<file path="config.mk">
export PLATFORM = sky130hd
export DESIGN_NAME = ostc_walk
export DESIGN_NICKNAME = d
export VERILOG_FILES = /design/src/rtl/core/ostc_pkg.sv /design/src/rtl/core/ostc_walk.sv
export VERILOG_INCLUDE_DIRS = /design/src /design/src/rtl/core
export SDC_FILE = /design/constraint.sdc
export NUM_CORES = 1
export LEC_CHECK = 0
export BUFFER_PORTS_ARGS = -buffer_cell sky130_fd_sc_hd__buf_2
export CORE_ASPECT_RATIO = 1.25
export CORE_MARGIN = 8
export CORE_UTILIZATION = 50
export CTS_CLUSTER_DIAMETER = 40
export DETAILED_ROUTE_END_ITERATION = 16
export PLACE_DENSITY = 0.84
export SLEW_MARGIN = 10
export SYNTH_ARGS = -nofsm -noshare
export SYNTH_HDL_FRONTEND = slang
export SYNTH_SLANG_ARGS = --single-unit
</file>
<file path="constraint.sdc">
create_clock -name clk -period 4.38 [get_ports clk]
set_input_delay 0.657 -clock clk [delete_from_list [all_inputs] [get_ports clk]]
set_output_delay 0.657 -clock clk [all_outputs]
set_load 0.02 [all_outputs]
</file>
<file path="src/rtl/core/assert_macros.svh">
// Concurrent assertion helpers; clk and rst_n must be in scope at each use.
`ifndef ASSERT_MACROS_SVH
`define ASSERT_MACROS_SVH

`ifndef SYNTHESIS
`define OSTC_ASSERT(lbl, prop, msg) \
  lbl: assert property (@(posedge clk) disable iff (!rst_n) (prop)) else $error(msg);
`define OSTC_ASSERT_NR(lbl, prop, msg) \
  lbl: assert property (@(posedge clk) (prop)) else $error(msg);
`else
`define OSTC_ASSERT(lbl, prop, msg)
`define OSTC_ASSERT_NR(lbl, prop, msg)
`endif

`endif

</file>
<file path="src/rtl/core/ostc_pkg.sv">
`default_nettype none
package ostc_pkg;

  localparam int LEAVES_DEF      = 1024;
  localparam int COUNT_WIDTH_DEF = 17;
  localparam int LEAVES_RST_MAX  = 1024;

  localparam int RANK_W   = 11;
  localparam int ORDER_W  = 17;
  localparam int TOTAL_W  = 17;
  localparam int STATUS_W = 2;
  localparam int DELTA_W  = 2;

  localparam logic ACT_UPDATE = 1'b0;
  localparam logic ACT_QUERY  = 1'b1;

  localparam logic [STATUS_W-1:0] ST_OK         = 2'd0;
  localparam logic [STATUS_W-1:0] ST_K_RANGE    = 2'd1;
  localparam logic [STATUS_W-1:0] ST_RANK_RANGE = 2'd2;
  localparam logic [STATUS_W-1:0] ST_COUNT      = 2'd3;

endpackage
`default_nettype wire

</file>
<file path="src/rtl/core/ostc_walk.sv">
`default_nettype none
module ostc_walk #(
  parameter int LEAVES      = ostc_pkg::LEAVES_DEF,
  parameter int COUNT_WIDTH = ostc_pkg::COUNT_WIDTH_DEF,
  localparam int DEPTH  = 4 * LEAVES,
  localparam int NODE_W = $clog2(DEPTH)
) (
  input  logic                                clk,
  input  logic                                rst_n,
  input  logic                                clear_req,
  input  logic [ostc_pkg::RANK_W-1:0]         n,
  input  logic                                in_valid,
  output logic                                in_ready,
  input  logic                                in_action,
  input  logic [ostc_pkg::RANK_W-1:0]         in_value_rank,
  input  logic signed [ostc_pkg::DELTA_W-1:0] in_delta,
  input  logic [ostc_pkg::ORDER_W-1:0]        in_wanted_order,
  output logic                                out_valid,
  input  logic                                out_ready,
  output logic [ostc_pkg::RANK_W-1:0]         out_found_rank,
  output logic [ostc_pkg::STATUS_W-1:0]       out_status,
  output logic [ostc_pkg::TOTAL_W-1:0]        out_total_count,
  output logic                                ram_we,
  output logic [NODE_W-1:0]                   ram_waddr,
  output logic [COUNT_WIDTH-1:0]              ram_wdata,
  output logic [NODE_W-1:0]                   ram_raddr,
  input  logic [COUNT_WIDTH-1:0]              ram_rdata
);

  localparam int RW = ostc_pkg::RANK_W;
  localparam int KW = ostc_pkg::ORDER_W;

  localparam logic [2:0] S_IDLE  = 3'd0;
  localparam logic [2:0] S_QRY   = 3'd1;
  localparam logic [2:0] S_DOWN  = 3'd2;
  localparam logic [2:0] S_UP    = 3'd3;
  localparam logic [2:0] S_DONE  = 3'd4;
  localparam logic [2:0] S_CLEAR = 3'd5;

  localparam logic [NODE_W-1:0] ROOT      = NODE_W'(1);
  localparam logic [NODE_W-1:0] ROOT_LEFT = NODE_W'(2);
  localparam logic [NODE_W-1:0] LAST_NODE = NODE_W'(DEPTH - 1);

  logic [2:0]                        state_r, state_nxt;
  logic [NODE_W-1:0]                 clr_r, clr_nxt;
  logic [NODE_W-1:0]                 node_r, node_nxt;
  logic [RW-1:0]                     lo_r, lo_nxt, hi_r, hi_nxt, rank_r, rank_nxt;
  logic [KW-1:0]                     k_r, k_nxt;
  logic signed [ostc_pkg::DELTA_W-1:0] delta_r, delta_nxt;
  logic                              first_r, first_nxt;
  logic                              action_r, action_nxt;
  logic [COUNT_WIDTH-1:0]            root_r, root_nxt;
  logic [RW-1:0]                     res_found_r, res_found_nxt;
  logic [ostc_pkg::STATUS_W-1:0]     res_status_r, res_status_nxt;
  logic                              out_valid_r, out_valid_nxt;
  logic [RW-1:0]                     out_found_r, out_found_nxt;
  logic [ostc_pkg::STATUS_W-1:0]     out_status_r, out_status_nxt;
  logic [ostc_pkg::TOTAL_W-1:0]      out_total_r, out_total_nxt;

  logic [RW:0]              lohi_sum;
  logic [RW-1:0]            mid, mid_p1, q_lo, q_hi;
  logic [NODE_W-1:0]        node2, node2p1, q_node;
  logic                     go_left, underflow, root_full, rank_bad, k_bad;
  logic [KW-1:0]            k_sub;
  logic [COUNT_WIDTH-1:0]   upd;
  logic [31:0]              root_wide;

  assign lohi_sum  = {1'b0, lo_r} + {1'b0, hi_r};
  assign mid       = lohi_sum[RW:1];
  assign mid_p1    = mid + RW'(1);
  assign node2     = {node_r[NODE_W-2:0], 1'b0};
  assign node2p1   = {node_r[NODE_W-2:0], 1'b1};
  assign go_left   = 33'(ram_rdata) >= 33'(k_r);
  assign k_sub     = k_r - KW'(ram_rdata);
  assign q_node    = go_left ? node2 : node2p1;
  assign q_lo      = go_left ? lo_r : mid_p1;
  assign q_hi      = go_left ? mid : hi_r;
  assign upd       = ram_rdata + COUNT_WIDTH'(delta_r);
  assign underflow = (delta_r == 2'sb11) ? (ram_rdata == '0) :
                     (delta_r == 2'sb10) ? (ram_rdata < COUNT_WIDTH'(2)) : 1'b0;
  assign root_full = &root_r;
  assign rank_bad  = (in_value_rank == '0) || (in_value_rank > n);
  assign k_bad     = (in_wanted_order == '0) || (33'(in_wanted_order) > 33'(root_r));
  assign root_wide = 32'(root_r);

  assign in_ready        = (state_r == S_IDLE);
  assign out_valid       = out_valid_r;
  assign out_found_rank  = out_found_r;
  assign out_status      = out_status_r;
  assign out_total_count = out_total_r;

  always_comb begin
    state_nxt      = state_r;
    clr_nxt        = clr_r;
    node_nxt       = node_r;
    lo_nxt         = lo_r;
    hi_nxt         = hi_r;
    rank_nxt       = rank_r;
    k_nxt          = k_r;
    delta_nxt      = delta_r;
    first_nxt      = first_r;
    action_nxt     = action_r;
    root_nxt       = root_r;
    res_found_nxt  = res_found_r;
    res_status_nxt = res_status_r;
    out_valid_nxt  = out_valid_r && !out_ready;
    out_found_nxt  = out_found_r;
    out_status_nxt = out_status_r;
    out_total_nxt  = out_total_r;
    ram_we         = 1'b0;
    ram_waddr      = node_r;
    ram_wdata      = upd;
    ram_raddr      = ROOT_LEFT;

    case (state_r)
      S_IDLE: begin
        if (in_valid) begin
          action_nxt     = in_action;
          rank_nxt       = in_value_rank;
          delta_nxt      = in_delta;
          k_nxt          = in_wanted_order;
          lo_nxt         = RW'(1);
          hi_nxt         = n;
          node_nxt       = ROOT;
          res_found_nxt  = '0;
          res_status_nxt = ostc_pkg::ST_OK;
          state_nxt      = S_DONE;
          if (in_action == ostc_pkg::ACT_QUERY) begin
            if (k_bad) begin
              res_status_nxt = ostc_pkg::ST_K_RANGE;
            end else if (n == RW'(1)) begin
              res_found_nxt = RW'(1);
            end else begin
              state_nxt = S_QRY;
            end
          end else begin
            if (rank_bad) begin
              res_status_nxt = ostc_pkg::ST_RANK_RANGE;
            end else if (in_delta == 2'sb00) begin
              res_status_nxt = ostc_pkg::ST_OK;
            end else if ((in_delta == 2'sb01) && root_full) begin
              res_status_nxt = ostc_pkg::ST_COUNT;
            end else begin
              state_nxt = S_DOWN;
            end
          end
        end
      end
      S_QRY: begin
        node_nxt  = q_node;
        lo_nxt    = q_lo;
        hi_nxt    = q_hi;
        ram_raddr = {q_node[NODE_W-2:0], 1'b0};
        if (!go_left) begin
          k_nxt = k_sub;
        end
        if (q_lo == q_hi) begin
          res_found_nxt  = q_lo;
          res_status_nxt = ostc_pkg::ST_OK;
          state_nxt      = S_DONE;
        end
      end
      S_DOWN: begin
        ram_raddr = node_r;
        if (lo_r == hi_r) begin
          first_nxt = 1'b1;
          state_nxt = S_UP;
        end else if (rank_r <= mid) begin
          node_nxt = node2;
          hi_nxt   = mid;
        end else begin
          node_nxt = node2p1;
          lo_nxt   = mid_p1;
        end
      end
      S_UP: begin
        ram_raddr = node_r >> 1;
        if (first_r && underflow) begin
          res_status_nxt = ostc_pkg::ST_COUNT;
          state_nxt      = S_DONE;
        end else begin
          ram_we    = 1'b1;
          first_nxt = 1'b0;
          node_nxt  = node_r >> 1;
          if (node_r == ROOT) begin
            root_nxt       = upd;
            res_status_nxt = ostc_pkg::ST_OK;
            state_nxt      = S_DONE;
          end
        end
      end
      S_DONE: begin
        if (!out_valid_r || out_ready) begin
          out_valid_nxt  = 1'b1;
          out_found_nxt  = res_found_r;
          out_status_nxt = res_status_r;
          out_total_nxt  = root_wide[ostc_pkg::TOTAL_W-1:0];
          state_nxt      = S_IDLE;
        end
      end
      S_CLEAR: begin
        ram_we    = 1'b1;
        ram_waddr = clr_r;
        ram_wdata = '0;
        clr_nxt   = clr_r + NODE_W'(1);
        if (clr_r == LAST_NODE) begin
          state_nxt = S_IDLE;
        end
      end
      default: begin
        state_nxt = S_CLEAR;
        clr_nxt   = '0;
      end
    endcase

    if (clear_req) begin
      state_nxt = S_CLEAR;
      clr_nxt   = '0;
      root_nxt  = '0;
    end
  end

  always_ff @(posedge clk) begin
    if (!rst_n) begin
      state_r     <= S_CLEAR;
      clr_r       <= '0;
      root_r      <= '0;
      out_valid_r <= 1'b0;
    end else begin
      state_r     <= state_nxt;
      clr_r       <= clr_nxt;
      root_r      <= root_nxt;
      out_valid_r <= out_valid_nxt;
    end
  end

  always_ff @(posedge clk) begin
    node_r       <= node_nxt;
    lo_r         <= lo_nxt;
    hi_r         <= hi_nxt;
    rank_r       <= rank_nxt;
    k_r          <= k_nxt;
    delta_r      <= delta_nxt;
    first_r      <= first_nxt;
    action_r     <= action_nxt;
    res_found_r  <= res_found_nxt;
    res_status_r <= res_status_nxt;
    out_found_r  <= out_found_nxt;
    out_status_r <= out_status_nxt;
    out_total_r  <= out_total_nxt;
  end

`include "assert_macros.svh"

  `OSTC_ASSERT_NR(a_reset_clears, !rst_n |=> (state_r == S_CLEAR), "reset must start a clear pass")
  `OSTC_ASSERT(a_root_moves_on_commit, !$stable(root_r) |-> ($past(state_r) == S_UP) || $past(clear_req) || !$past(rst_n), "root count changed outside an update commit")
  `OSTC_ASSERT(a_no_raw_overlap, (state_r == S_UP) && ram_we && (node_r != ROOT) |-> (ram_raddr != ram_waddr), "read and write hit the same node")
  `OSTC_ASSERT(a_query_rank_range, (state_r == S_DONE) && (action_r == ostc_pkg::ACT_QUERY) && (res_status_r == ostc_pkg::ST_OK) |-> (res_found_r != '0) && (res_found_r <= n), "query result rank out of range")

endmodule
`default_nettype wire

</file>
==> run metrics <==
syn_area_per_cell 9.03 um2; Layout area overhead 17.0%; GR met2 Demand/Resource 40.0%; DRT Wirelength about 29 mm; post-cts sizing count 0; Post-DRT Antenna Nets 0; core area ~0.02 mm2; DR iter-0 viols 760; Tightest Pin Transition roughly 1.0 ns; post-synthesis sequential area ratio approximately two fifths; Max Freq 0.241 GHz; largest net degree at the start of global routing 52; Top-Level Pins 138; Cells after Synth around 1100; grt ovf 0; EDFF count, synth roughly 110; TritonCTS Buffers 17; Top Usage Layer GRT met2; vias per inst 5.99; Setup Fix Bufs, Post-CTS 0; RSZ-0062 raised after global routing no; row cnt 57; Tot Pwr 6.44 mW; CP startpoint kind flop; Max stage delay on crit path about 0.47 ns; initial antenna violation count 0; Global Route met1 Usage 27.6%; H-tree depth 4; Arr. time, crit path 4.28 ns; gpl congestion about 0.97; Synth Cell Area between 0.009 and 0.01 mm2; die height between 150 and 200 um; Top FF cell, synth edfxtp_1; DRT Pass-1 Iters 5; Async SR Flop Fraction 0%; worst-path maximum fanout 11; Sum Neg Setup Slack 0 ns; aggregate global-route resource usage a little under a quarter; # DRC 0; Antenna Cells 0; GR Layer Usage met3 around 5.4%; Root Buffer clkbuf_16; die area roughly 0.025 mm2; syn nets between 1000 and 1500; first-pass GRT wire length around 46 mm; Worst setup EP type flop; max-slew violations 0; Port Buf Inserts about 140; Hold Crit Class flop to flop; Fin. Hold Viols 0; Clock transition at path regs approximately 0.070 ns; setup ws final between 0.2 and 0.25 ns; share of cells above drive strength 1 ~18%; Max-Cap Viols 0; CTS Sinks 141; #FFs+latches synth ~140; pwr dens roughly 550 mW/mm2; detailed-route via count approximately 9100; critical-path cell list ha_1 > fa_2 > a211oi_4 > o2111ai_1 > or3b_1 > and3_1 > or3b_4 > nor3b_4 > xnor3_1 > nor4_2 > o2111ai_2 > o21ai_1 > buf_4; clk buf depth 2; Crit path max-delay family simple AND/OR/NAND/NOR gates; final net count between 1000 and 1500; warnings from Yosys 0; Static Leak approximately 4.9 nW; worst vdd ir 0.000303 V; Clock Skew about 0.011 ns; vias in the first global route 8727; post-layout min period a little over 4 ns; Final HPWL DP between 20 and 25 mm; Crit-path slowest cell edfxtp_1; WL/cell ~19 um; most frequent cells in the layout buf_2 (137), nor2_1 (112), edfxtp_1 (108); starting density of the core roughly half; WP buf/inv 1; CTS Hold Bufs 0; CP Class flop to flop; CTS tree built; Setup WS pre-CTS roughly 0.14 ns; worst endpoint required time around 4.5 ns; Slew headroom 30.3%; crit share post-route 94.8%; Netlist cell types 73; die width between 100 and 150 um; Clk Latency, worst-skew pair around 0.43 ns; status complete, no violations; fillcell total 1656; commonest non-fill, non-tap cell in the layout buf_2; # setup viols final 0
[where the power goes]
group / switching (mW) / internal [mW]
Clock: 0.610 / 0.843
Combinational: 2.04 / 1.13
Sequential: 0.125 / 1.68
[layer usage]
layer	part of all wire, %	routed length, um
met3	8.1	2320
met2	49	14000
met4	4.0	1150
met1	39	11200
met5	0	0
[sequential cells by signal, summed over array words and instances, names as in the netlist]
name,flops
out_found_rank,11
res_found_r,11
out_valid,1
node_r,12
lo_r,11
state_r,3
k_r,17
out_total_count,17
hi_r,11
delta_r,2
clr_r,12
root_r,17
res_status_r,2
rank_r,11
first_r,1
out_status,2
[cell families (layout without fill, tap and decap cells)]
kind of cell | Yosys count | after routing | share of synthesized area, %
flip-flops | 141 | 141 | 39.4
multiplexers | 8 | 8 | 0.858
AO/OA/AOI/OAI | 307 | 307 | 19.6
XOR/XNOR | 58 | 58 | 5.48
adder cells (fa/ha/maj) | 88 | 88 | 11.3
buffers and inverters | 108 | 261 | 4.09
AND/OR/NAND/NOR | 388 | 388 | 19.2
[per-stage QoR]
step                      hold slack, ns  instances  util (%)  cell area [um2]
after floorplan                    0.400       1098         -             9910
after global placement             0.403       1484      56.4            11000
after detailed placement           0.406       1484      56.4            11000
after CTS                          0.420       1516      59.4            11600
after global routing               0.427       1516      59.6            11600
final                              0.418       1516      59.6            11600
[worst paths after layout]
check / startpoint / endpoint / slack, ns / cells past startpoint
hold reg to reg: res_found_r[0] / out_found_rank[0] / 0.42 / 0
setup / recovery: lo_r[0] / res_found_r[3] / 0.23 / 13
setup reg to reg: lo_r[0] / res_found_r[3] / 0.23 / 13
hold / removal: res_found_r[0] / out_found_rank[0] / 0.42 / 0
[synthesized netlist by cell type, drive strengths merged, types with 17 or more instances]
library cell | number | area, um2
edfxtp | 108 | 3240
nand2b | 18 | 113
dfxtp | 33 | 661
nand4 | 19 | 119
nor3 | 25 | 136
a21oi | 86 | 430
nor2 | 112 | 420
xor2 | 26 | 228
nand2 | 103 | 387
ha | 85 | 1060
clkbuf | 34 | 128
o21ai | 84 | 420
nor2b | 21 | 131
xnor2 | 30 | 270
inv | 69 | 259
a21o | 17 | 128
o21a | 18 | 135
[final cells by class]
| class | count | area [um2] | share of cell area [%] |
|---|---|---|---|
| Clock buffer | 19 | 464 | 4.00 |
| Clock inverter | 13 | 126 | 1.09 |
| Inverter | 70 | 263 | 2.27 |
| Multi-Input combinational cell | 849 | 5650 | 48.7 |
| Sequential cell | 141 | 3900 | 33.7 |
| Tap cell | 265 | 332 | 2.86 |
| Timing Repair Buffer | 159 | 863 | 7.44 |
No activity file was read; power rests on OpenSTA's default activity.
